### config.mk
export PLATFORM = sky130hd
export DESIGN_NAME = gutter_padded_image_blit
export DESIGN_NICKNAME = d
export VERILOG_FILES = /design/src/rtl/gpib_pkg.sv /design/src/rtl/gpib_ctrl.sv /design/src/rtl/gpib_datapath.sv /design/src/rtl/gutter_padded_image_blit.sv
export SDC_FILE = /design/constraint.sdc
export NUM_CORES = 1
export LEC_CHECK = 0
export BUFFER_PORTS_ARGS = -buffer_cell sky130_fd_sc_hd__clkbuf_2
export CORE_UTILIZATION = 64
export DETAILED_ROUTE_END_ITERATION = 6
export PLACE_DENSITY = 0.94
export SLEW_MARGIN = 40
export SYNTH_ARGS = -nofsm -noshare
export SYNTH_HDL_FRONTEND = slang
export SYNTH_HIERARCHICAL = 1
export SYNTH_SLANG_ARGS = --single-unit
### constraint.sdc
create_clock -name clk -period 17.85 [get_ports clk]
set_clock_uncertainty 0.05 [all_clocks]
set_input_delay 4.4625 -clock clk [delete_from_list [all_inputs] [get_ports clk]]
set_output_delay 4.4625 -clock clk [all_outputs]
set_load 0.005 [all_outputs]
### src/rtl/gpib_pkg.sv
package gpib_pkg;

  localparam int MAX_DIM    = 4096;
  localparam int MAX_GUTTER = 3;

  localparam int DIM_W  = $clog2(MAX_DIM) + 1;
  localparam int CNT_W  = $clog2(MAX_DIM);
  localparam int GUT_W  = 2;
  localparam int SPAN_W = $clog2(2 * MAX_GUTTER + 1);
  localparam int ADDR_W = 24;
  localparam int PIX_W  = 32;
  localparam int IDX_W  = 3;
  localparam int OUT_W  = ADDR_W + PIX_W;

  typedef enum logic [IDX_W-1:0] {
    REG_DEST_WIDTH = 3'd0,
    REG_PLACE_X    = 3'd1,
    REG_PLACE_Y    = 3'd2,
    REG_GUTTER     = 3'd3,
    REG_SRC_WIDTH  = 3'd4,
    REG_SRC_HEIGHT = 3'd5
  } cfg_idx_t;

  typedef enum logic [1:0] {
    ST_IDLE,
    ST_MUL,
    ST_ADD,
    ST_EMIT
  } state_t;

  // controller to datapath
  typedef struct packed {
    logic load;
    logic mul;
    logic add;
    logic next_col;
    logic next_row;
  } cmd_t;

  // datapath to controller
  typedef struct packed {
    logic col_done;
    logic row_done;
  } sts_t;

  // zero acts as one, oversized acts as the maximum
  function automatic logic [DIM_W-1:0] eff_dim(input logic [DIM_W-1:0] v);
    logic [DIM_W-1:0] r;
    r = v;
    if (v == '0) r = DIM_W'(1);
    else if (v > DIM_W'(MAX_DIM)) r = DIM_W'(MAX_DIM);
    return r;
  endfunction

  // gutter above the limit acts as the limit
  function automatic logic [GUT_W-1:0] eff_gut(input logic [GUT_W-1:0] v);
    logic [GUT_W-1:0] r;
    r = v;
    if (v > GUT_W'(MAX_GUTTER)) r = GUT_W'(MAX_GUTTER);
    return r;
  endfunction

endpackage

### src/rtl/gpib_ctrl.sv
module gpib_ctrl (
  input  logic          clk,
  input  logic          rst,
  input  logic          s_tvalid,
  output logic          s_tready,
  output logic          m_tvalid,
  input  logic          m_tready,
  input  gpib_pkg::sts_t sts,
  output gpib_pkg::cmd_t cmd
);
  import gpib_pkg::*;

  state_t state, state_next;

  always_ff @(posedge clk) begin
    if (rst) begin
      state <= ST_IDLE;
    end else begin
      state <= state_next;
    end
  end

  always_comb begin
    state_next = state;
    cmd        = '0;
    s_tready   = 1'b0;
    m_tvalid   = 1'b0;
    case (state)
      ST_IDLE: begin
        s_tready = 1'b1;
        if (s_tvalid) begin
          cmd.load   = 1'b1;
          state_next = ST_MUL;
        end
      end
      ST_MUL: begin
        cmd.mul    = 1'b1;
        state_next = ST_ADD;
      end
      ST_ADD: begin
        cmd.add    = 1'b1;
        state_next = ST_EMIT;
      end
      ST_EMIT: begin
        m_tvalid = 1'b1;
        if (m_tready) begin
          if (!sts.col_done) begin
            cmd.next_col = 1'b1;
          end else if (!sts.row_done) begin
            cmd.next_row = 1'b1;
            state_next   = ST_MUL;
          end else begin
            state_next = ST_IDLE;
          end
        end
      end
      default: state_next = ST_IDLE;
    endcase
  end

  a_no_overlap: assert property (@(posedge clk) disable iff (rst)
    !(s_tready && m_tvalid))
    else $error("input taken while a write is pending");

  a_accept_mul: assert property (@(posedge clk) disable iff (rst)
    (s_tvalid && s_tready) |=> state == ST_MUL)
    else $error("accepted item did not start a row");

  a_add_emit: assert property (@(posedge clk) disable iff (rst)
    state == ST_ADD |=> m_tvalid)
    else $error("row address ready but no write shown");

  a_done_idle: assert property (@(posedge clk) disable iff (rst)
    (m_tvalid && m_tready && sts.col_done && sts.row_done) |=> s_tready)
    else $error("group finished but block not ready");

endmodule

### src/rtl/gpib_datapath.sv
module gpib_datapath (
  input  logic                          clk,
  input  logic                          rst,
  input  logic                          cfg_we,
  input  logic [gpib_pkg::IDX_W-1:0]    cfg_index,
  input  logic [gpib_pkg::DIM_W-1:0]    cfg_data,
  input  logic [gpib_pkg::PIX_W-1:0]    pixel,
  input  logic                          first,
  input  gpib_pkg::cmd_t                cmd,
  output gpib_pkg::sts_t                sts,
  output logic [gpib_pkg::ADDR_W-1:0]   address,
  output logic [gpib_pkg::PIX_W-1:0]    value,
  output logic                          last
);
  import gpib_pkg::*;

  logic [DIM_W-1:0] dest_width;
  logic [CNT_W-1:0] place_x;
  logic [CNT_W-1:0] place_y;
  logic [GUT_W-1:0] gutter;
  logic [DIM_W-1:0] src_width;
  logic [DIM_W-1:0] src_height;

  logic [CNT_W-1:0] column_count;
  logic [CNT_W-1:0] row_count;

  logic [ADDR_W-1:0] yrow;
  logic [ADDR_W-1:0] colbase;
  logic [ADDR_W-1:0] prod;
  logic [SPAN_W-1:0] nrows_m1, ncols_m1;
  logic [SPAN_W-1:0] row_i, col_i;

  logic [DIM_W-1:0] w, h;
  logic [GUT_W-1:0] g;
  logic [CNT_W-1:0] c_cur, r_cur;
  logic [DIM_W-1:0] c_inc, r_inc;
  logic             first_row, first_col, last_row, last_col;
  logic [ADDR_W-1:0] yrow_start, col_start;
  logic [SPAN_W-1:0] nrows_start, ncols_start;
  logic [ADDR_W+DIM_W-1:0] mul_full;

  always_ff @(posedge clk) begin
    if (rst) begin
      dest_width <= DIM_W'(MAX_DIM);
      place_x    <= '0;
      place_y    <= '0;
      gutter     <= '0;
      src_width  <= DIM_W'(1);
      src_height <= DIM_W'(1);
    end else if (cfg_we) begin
      case (cfg_index)
        REG_DEST_WIDTH: dest_width <= cfg_data;
        REG_PLACE_X:    place_x    <= cfg_data[CNT_W-1:0];
        REG_PLACE_Y:    place_y    <= cfg_data[CNT_W-1:0];
        REG_GUTTER:     gutter     <= cfg_data[GUT_W-1:0];
        REG_SRC_WIDTH:  src_width  <= cfg_data;
        REG_SRC_HEIGHT: src_height <= cfg_data;
        default: ;
      endcase
    end
  end

  always_comb begin
    w     = eff_dim(src_width);
    h     = eff_dim(src_height);
    g     = eff_gut(gutter);
    c_cur = first ? '0 : column_count;
    r_cur = first ? '0 : row_count;
    c_inc = {1'b0, c_cur} + DIM_W'(1);
    r_inc = {1'b0, r_cur} + DIM_W'(1);
    first_row = (r_cur == '0);
    first_col = (c_cur == '0);
    // a counter past a shrunk size counts as on the last edge
    last_row  = (r_inc >= h);
    last_col  = (c_inc >= w);
    yrow_start = ADDR_W'(place_y) + ADDR_W'(r_cur)
                 - (first_row ? ADDR_W'(g) : '0);
    col_start  = ADDR_W'(place_x) + ADDR_W'(c_cur)
                 - (first_col ? ADDR_W'(g) : '0);
    nrows_start = (first_row ? SPAN_W'(g) : '0) + (last_row ? SPAN_W'(g) : '0);
    ncols_start = (first_col ? SPAN_W'(g) : '0) + (last_col ? SPAN_W'(g) : '0);
    mul_full = yrow * dest_width;
  end

  always_ff @(posedge clk) begin
    if (rst) begin
      column_count <= '0;
      row_count    <= '0;
    end else if (cmd.load) begin
      if (last_col) begin
        column_count <= '0;
        row_count    <= (r_inc >= h) ? '0 : r_inc[CNT_W-1:0];
      end else begin
        column_count <= c_inc[CNT_W-1:0];
        row_count    <= r_cur;
      end
    end
  end

  always_ff @(posedge clk) begin
    if (cmd.load) begin
      value    <= pixel;
      yrow     <= yrow_start;
      colbase  <= col_start;
      nrows_m1 <= nrows_start;
      ncols_m1 <= ncols_start;
      row_i    <= '0;
    end
    if (cmd.mul) begin
      prod <= mul_full[ADDR_W-1:0];
    end
    if (cmd.add) begin
      address <= prod + colbase;
      col_i   <= '0;
    end
    if (cmd.next_col) begin
      address <= address + ADDR_W'(1);
      col_i   <= col_i + SPAN_W'(1);
    end
    if (cmd.next_row) begin
      yrow  <= yrow + ADDR_W'(1);
      row_i <= row_i + SPAN_W'(1);
    end
  end

  assign sts.col_done = (col_i == ncols_m1);
  assign sts.row_done = (row_i == nrows_m1);
  assign last         = sts.col_done && sts.row_done;

endmodule

### src/rtl/gutter_padded_image_blit.sv
// channel   direction  contents
// s_*       in         tdata: pixel[31:0]; tuser: first
// m_*       out        tdata: address[23:0], value[55:24]; tlast: last
// cfg_*     in         write enable, register index, 13-bit data
//
// an item is accepted in the idle state; each destination row then passes through
// a multiply state and an add state before its writes, which within a row go out
// one per cycle. a stalled sink holds the write.
// synchronous reset clears the counters and the controller and returns the configuration registers to their defaults.
module gutter_padded_image_blit (
  input  logic        clk,
  input  logic        rst,
  input  logic        s_tvalid,
  output logic        s_tready,
  input  logic [31:0] s_tdata,    // pixel
  input  logic        s_tuser,    // first
  output logic        m_tvalid,
  input  logic        m_tready,
  output logic [55:0] m_tdata,    // address, value
  output logic        m_tlast,
  input  logic        cfg_we,
  input  logic [gpib_pkg::IDX_W-1:0] cfg_index,
  input  logic [gpib_pkg::DIM_W-1:0] cfg_data
);
  import gpib_pkg::*;

  cmd_t cmd;
  sts_t sts;
  logic [ADDR_W-1:0] address;
  logic [PIX_W-1:0]  value;

  gpib_ctrl u_ctrl (
    .clk      (clk),
    .rst      (rst),
    .s_tvalid (s_tvalid),
    .s_tready (s_tready),
    .m_tvalid (m_tvalid),
    .m_tready (m_tready),
    .sts      (sts),
    .cmd      (cmd)
  );

  gpib_datapath u_dp (
    .clk       (clk),
    .rst       (rst),
    .cfg_we    (cfg_we),
    .cfg_index (cfg_index),
    .cfg_data  (cfg_data),
    .pixel     (s_tdata),
    .first     (s_tuser),
    .cmd       (cmd),
    .sts       (sts),
    .address   (address),
    .value     (value),
    .last      (m_tlast)
  );

  assign m_tdata = {value, address};

endmodule
==> run_results.csv, run 1 <==
group,metric,value,unit
synthesis,synthMuxAreaShare,0.306,%
critical_path,start_kind,"primary input",
synthesis,yosysTopAreaCell,"edfxtp_1",
synthesis,synthCells,2244,
synthesis,yosys_register_bits,221,
synthesis,synth_fp_nets,2629,
flow_run,maxCapViolCount,0,
route,wl_met1,19700,µm
synthesis,synth_cell_type_count,77,
finish,seqCellArea,5730,µm²
synthesis,ys_async_sr_fraction,0,%
critical_path,crit_chain,"clkbuf_2 > clkinv_1 > nand2_1 > inv_1 > ha_1 > nand4_1 > nor2_1 > and4_1 > and3_1 > nor2_1 > nand2b_1 > ha_1 > a21o_1 > a21o_1 > a211oi_2 > and2_2 > nor2b_1 > ha_1 > fa_1",
global_route,antenna_found_initial,0,
run_status,status,"finished with violations",
synthesis,seq_area_frac_synth,28.6,%
route,wl_per_cell,19.1,µm
place,hpwlAfterDp,36800,µm
finish,antenna_cells,0,
synthesis,synth_area_per_cell,8.93,µm²
route,drtAntennaViolNets,0,
clocking,clk_pin_slew_worst_paths,0.06,ns
pwr,peakVddDrop,74.0,µV
clocking,cts_max_level,1,
sta,drv_slew,0,
floorplan,initial_utilization,65.3,%
floorplan,die_h,179,µm
global_route,grt_pass1_vias,16891,
critical_path,slowest_stage,"and2_2",
floorplan,core_area,30700,µm²
critical_path,required,18.07,ns
route,wl_met3,4140,µm
finish,area_growth,7.98,%
sta,whs,0.409,ns
sta,fin_crit,8.68,ns
critical_path,cp_max_fo,20,
route,top_layer,"met4",
route,drtIter0Drc,1600,
synthesis,yosysWarnings,6,
run_status,violations,"DRC",
sta,relSlewSlack,42.3,%
floorplan,dieArea,32000,µm²
global_route,grt_usage,33.2,%
route,wl_met2,25300,µm
route,post-route-drc-count,3,
critical_path,endpoint_kind,"flip-flop",
critical_path,crit_top_cell,"ha_1",
floorplan,ios,113,
synthesis,synthAdderAreaFrac,27.3,%
route,drtPass1Iterations,7,
sta,fin_crit_sh,48.6,%
floorplan,die_w,179,µm
sta,fin_tns_setup,0,ns
synthesis,synth-simple-area-share,19.4,%
synthesis,synth-edff-count,130,
floorplan,rows,64,
global_route,grt-ovfl-total,0,
hold_path,hold_class,"reg2reg",
critical_path,arrival,8.89,ns
synthesis,synth_compound_area_share,10.2,%
critical_path,max_stage_delay,0.52,ns
route,via_per_inst,6.08,
global_route,grt_pass1_wl,83600,µm
finish,nNetsFinal,2685,
sta,setup_viol,0,
global_route,grt_start_max_net_pins,93,
clocking,clock_latency,0.54,ns
finish,layout.filler_cells,2142,
pwr,p_per_area,102,nW/µm²
synthesis,synth.cell_area,20000,µm²
route,vias,16500,
critical_path,crit_type,"in2reg",
clocking,cts_resized,0,
clocking,cts_buffer_depth,3,
finish,drive_above_1_share,8.58,%
sta,rsz0062_at_grt,"no",
synthesis,synth_xor_area_share,6.03,%
clocking,cts_inserted_buffers,25,
pwr,p_leak,9.36,nW
synthesis,synthFlopType,"edfxtp_1",
sta,report.final.hold_viol_count,0,
clocking,tritoncts,"yes",
sta,clock.fmax,115,MHz
clocking,root_buffer,"clkbuf_16",
synthesis,synth_top_family_by_area,"adder cells",
clocking,cts.sinks,221,
route,wl,51900,µm
place,io_buffers,112,
place,gp_congestion,0.914,
synthesis,yosys-top-cells-area,"edfxtp_1 19%, fa_1 18%, ha_1 9.7%",
sta,tightest_slew,0.864,ns
clocking,post_cts_buffers,0,
synthesis,synth.top_cell.area_share,19.5,%
clocking,postCtsHoldBufs,0,
finish,multi_input_area,12700,µm²
[logic make-up after synthesis]
kind of cell	Yosys count
and+or+nand+nor	804
buffers and inverters	413
AOI/OAI and AO/OA	331
adders and majority gates	331
DFF	221
xor gates and xnor gates	138
muxes	6
[worst paths after layout]
kind	start	end	slack (ns)	depth (start not counted)
worst max-delay path	s_tuser	u_dp/nrows_m1[1]	9.17	19
worst min register to register	u_dp/dest_width[0]	u_dp/dest_width[0]	0.41	2
worst max register to register	u_dp/yrow[7]	u_dp/prod[23]	11.80	17
worst min-delay path	u_dp/dest_width[0]	u_dp/dest_width[0]	0.41	2
[report_power, final]
group          switching (mW)  internal, mW  leakage [nW]  total, mW
combinational           0.494         0.330          6.97      0.824
sequential              0.138         0.703          1.98      0.841
clock                   0.214         0.323         0.413      0.537
total                   0.846          1.36          9.36       2.20
[stage by stage]
stage	std cells	setup WS [ns]	cell area [µm²]	power (mW)	utilization [%]
3_5_place_dp	2669	8.74	20800	1.63	67.7
6_report	2714	9.17	21600	2.20	70.5
4_1_cts	2714	9.27	21600	2.19	70.5
3_3_place_gp	2669	8.84	20700	1.57	67.6
5_1_grt	2714	8.89	21600	2.32	70.5
2_1_floorplan	2244	8.97	20000	1.39	-
[state kept, by name, summed over array words and instances, names as in the netlist]
| register | cells |
|---|---|
| u_dp/value | 32 |
| u_dp/prod | 24 |
| u_dp/row_i | 3 |
| u_dp/yrow | 24 |
| u_dp/address | 24 |
| u_dp/src_width | 13 |
| u_dp/gutter | 2 |
| u_dp/nrows_m1 | 3 |
| u_ctrl/state | 2 |
| u_dp/column_count | 12 |
| u_dp/ncols_m1 | 3 |
| u_dp/row_count | 12 |
| u_dp/dest_width | 13 |
| u_dp/place_x | 12 |
| u_dp/src_height | 13 |
| u_dp/col_i | 3 |
| u_dp/place_y | 12 |
| u_dp/colbase | 14 |
[synthesized netlist by cell type (4+ instances only)]
master / number
nor4_1: 9
and3_1: 25
nand3b_1: 5
o21ai_0: 63
a31oi_1: 12
or2_2: 5
nand2_1: 378
inv_1: 318
o21a_1: 11
xnor2_1: 88
nor3_1: 24
o21bai_1: 7
and2_1: 132
mux2i_1: 5
nand2b_1: 15
a211oi_1: 9
nor2b_1: 20
edfxtp_1: 130
or3_1: 7
xor2_1: 50
ha_1: 155
a31o_2: 4
nor2_1: 80
dfxtp_1: 91
o31ai_1: 8
nand3_1: 51
clkbuf_1: 79
a21o_1: 24
a311oi_1: 6
clkbuf_8: 5
fa_1: 176
a21oi_1: 137
nand4_1: 24
and4_1: 8
o211ai_1: 9
[final cells by class]
cell class                      count  share of cell area, %
Clock buffer                       27                   3.03
Clock inverter                     18                  0.943
Inverter                          320                   5.55
Multi-Input combinational cell   1610                   58.7
Sequential cell                   221                   26.5
Tap cell                          396                   2.29
Timing Repair Buffer              122                   2.97
[cells in the final DEF, fill, tap and decap left out, drive strengths merged, types with 6 or more instances in the layout]
| cell type | count |
|---|---|
| nand3 | 53 |
| o211ai | 9 |
| fa | 176 |
| ha | 155 |
| xor2 | 50 |
| or3 | 7 |
| nand4 | 25 |
| nand2 | 378 |
| edfxtp | 130 |
| dfxtp | 91 |
| a311oi | 6 |
| a21oi | 138 |
| nand3b | 6 |
| o31ai | 9 |
| buf | 10 |
| nor4 | 9 |
| nor3 | 25 |
| clkbuf | 139 |
| and3 | 26 |
| clkinv | 10 |
| inv | 320 |
| o21ai | 65 |
| and2 | 134 |
| o21a | 11 |
| nand2b | 15 |
| nor2b | 20 |
| nor2 | 80 |
| a31oi | 12 |
| and4 | 8 |
| xnor2 | 88 |
| o21bai | 7 |
| a211oi | 11 |
| a21o | 24 |
[worst max-delay path: cells and delay by family]
kind	cells	cell delay, ns
buffers and inverters	3	0.46
and+or+nand+nor	9	1.90
adders and majority gates	4	1.23
AOI/OAI and AO/OA	3	0.83
[routing by layer]
metal | global-route usage, % | vias to the layer above
met5 | 0 | -
met4 | 16.8 | 0
met3 | 4.86 | 220
met2 | 57.1 | 941
met1 | 40.6 | 7900
li1 | - | 7439
Note: power is estimated with default switching activity, not from simulation.
==> inputs of run 2 (changes only) <==
Settings changed: CORE_UTILIZATION 64 to 63, PLACE_DENSITY 0.94 to 0.93.
Clock period 17.85 ns to 8.6 ns, I/O delays scaled along.
==> run 2 against run 1 <==
  * The flow now finishes without violations
  * Count of clock-buffer cells in the layout is 4 higher
  * Sequential power is 110% higher
  * Sequential share of layout area is 0.092 points higher
  * Worst setup slack worse by 6.9 ns
  * Combinational power is 100% higher
  * Clock power is 86% higher
  * Hold slack worse by 0.0050 ns
  * Power is 100% higher
  * Cell area is 0.35% lower
  * Via count is 2.0% lower
  * Largest power group unchanged
==> run_results.csv, run 2 (synthesis results as in run 1) <==
group,metric,value,unit
route,drtIter0Drc,1401,
floorplan,rows,64,
finish,utilization,69.7,%
finish,layoutNonFillerInstCount,2715,
finish,drive_above_1_share,8.41,%
critical_path,cp_max_fo,20,
critical_path,crit_type,"in2reg",
pwr,p_leak,9.33,nW
clocking,postCtsHoldBufs,0,
sta,report.final.hold_viol_count,0,
place,hpwlAfterDp,36900,µm
global_route,grt_pass1_vias,16562,
finish,largest_register_ffs,32,
clocking,cts_buffer_depth,3,
finish,layout_common_cells,"377 x nand2_1, 318 x inv_1, 176 x fa_1",
sta,whs,0.404,ns
clocking,root_buffer,"clkbuf_16",
route,wl,49400,µm
clocking,cts_inserted_buffers,24,
clocking,cts_resized,0,
floorplan,ios,113,
pwr,p_per_area,205,nW/µm²
finish,area_growth,7.61,%
floorplan,dieArea,32500,µm²
critical_path,start_kind,"primary input",
route,post-route-drc-count,0,
place,placed_cells,2671,
hold_path,hold_class,"reg2reg",
clocking,cts.sinks,221,
global_route,grt_usage,30.8,%
finish,nNetsFinal,2686,
clocking,clk_pin_slew_worst_paths,0.06,ns
sta,fin_crit,6.30,ns
route,via_per_inst,5.95,
sta,fin_tns_setup,0,ns
global_route,grt_pass1_wl,81300,µm
global_route,grt_start_max_net_pins,72,
clocking,clock_latency,0.53,ns
critical_path,endpoint_kind,"flip-flop",
floorplan,initial_utilization,64.8,%
floorplan,die_w,180,µm
run_status,status,"complete, no violations",
sta,fin_crit_sh,73.3,%
sta,drv_slew,0,
clocking,post_cts_buffers,0,
clocking,tritoncts,"yes",
sta,clock.fmax,159,MHz
place,gp_congestion,0.907,
route,wl_per_cell,18.2,µm
finish,final_common_cell,"nand2_1",
sta,relSlewSlack,45.6,%
floorplan,core_area,30900,µm²
global_route,antenna_found_initial,2,
global_route,grt-ovfl-total,0,
sta,setup_viol,0,
place,io_buffers,112,
critical_path,required,8.82,ns
route,vias,16164,
sta,rsz0062_at_grt,"no",
finish,final_area,21600,µm²
route,drtAntennaViolNets,0,
finish,regMostFlops,"u_dp/value",
place,place_area,20800,µm²
floorplan,die_h,180,µm
flow_run,maxCapViolCount,0,
route,drtPass1Iterations,6,
pwr,peakVddDrop,164,µV
clocking,cts_max_level,1,
sta,tightest_slew,0.813,ns
critical_path,arrival,6.52,ns
## run 2: worst max-delay path, cell delays in order
cell and delay, ns:
clkbuf_2 0.19, clkinv_1 0.11, nand2_1 0.11, inv_1 0.11, ha_1 0.28, nand4_1 0.12
nor2_1 0.32, and4_1 0.34, and3_1 0.20, nor2_1 0.05, nand2b_1 0.15, ha_1 0.31
a21o_1 0.16, a21o_1 0.18, a211oi_2 0.47, and2_2 0.50, nor2b_1 0.10, ha_1 0.21
fa_1 0.42
## run 2: area by class of cell
class                           count  area (µm²)
Antenna cell                        1        2.50
Clock buffer                       31         668
Clock inverter                     12        91.3
Fill cell                        2163        9360
Inverter                          320        1200
Multi-Input combinational cell   1610       12700
Sequential cell                   221        5730
Tap cell                          396         495
Timing Repair Buffer              124         667
## run 2: final timing paths
path | cells past startpoint | end | start | slack [ns]
max | 19 | u_dp/nrows_m1[1] | s_tuser | 2.30
min | 2 | u_dp/place_y[9] | u_dp/place_y[9] | 0.40
max reg2reg | 18 | u_dp/prod[23] | u_dp/yrow[8] | 2.61
min reg2reg | 2 | u_dp/place_y[9] | u_dp/place_y[9] | 0.40
## run 2: metrics by stage
stage                     setup slack (ns)  power [mW]
after floorplan                       2.04        2.88
after global placement                1.93        3.27
after detailed placement              1.91        3.38
after CTS                             2.42        4.39
after global routing                  2.03        4.68
final                                 2.30        4.41
## run 2: metal layers
layer	track usage, %	part of all wire, %
met3	5.13	7.7
met5	0	0.026
met1	38.0	39
met4	11.0	3.4
met2	54.4	50
## run 2: power by group
part	switching, mW	internal [mW]
combinational	0.986	0.682
clock	0.426	0.578
sequential	0.280	1.46
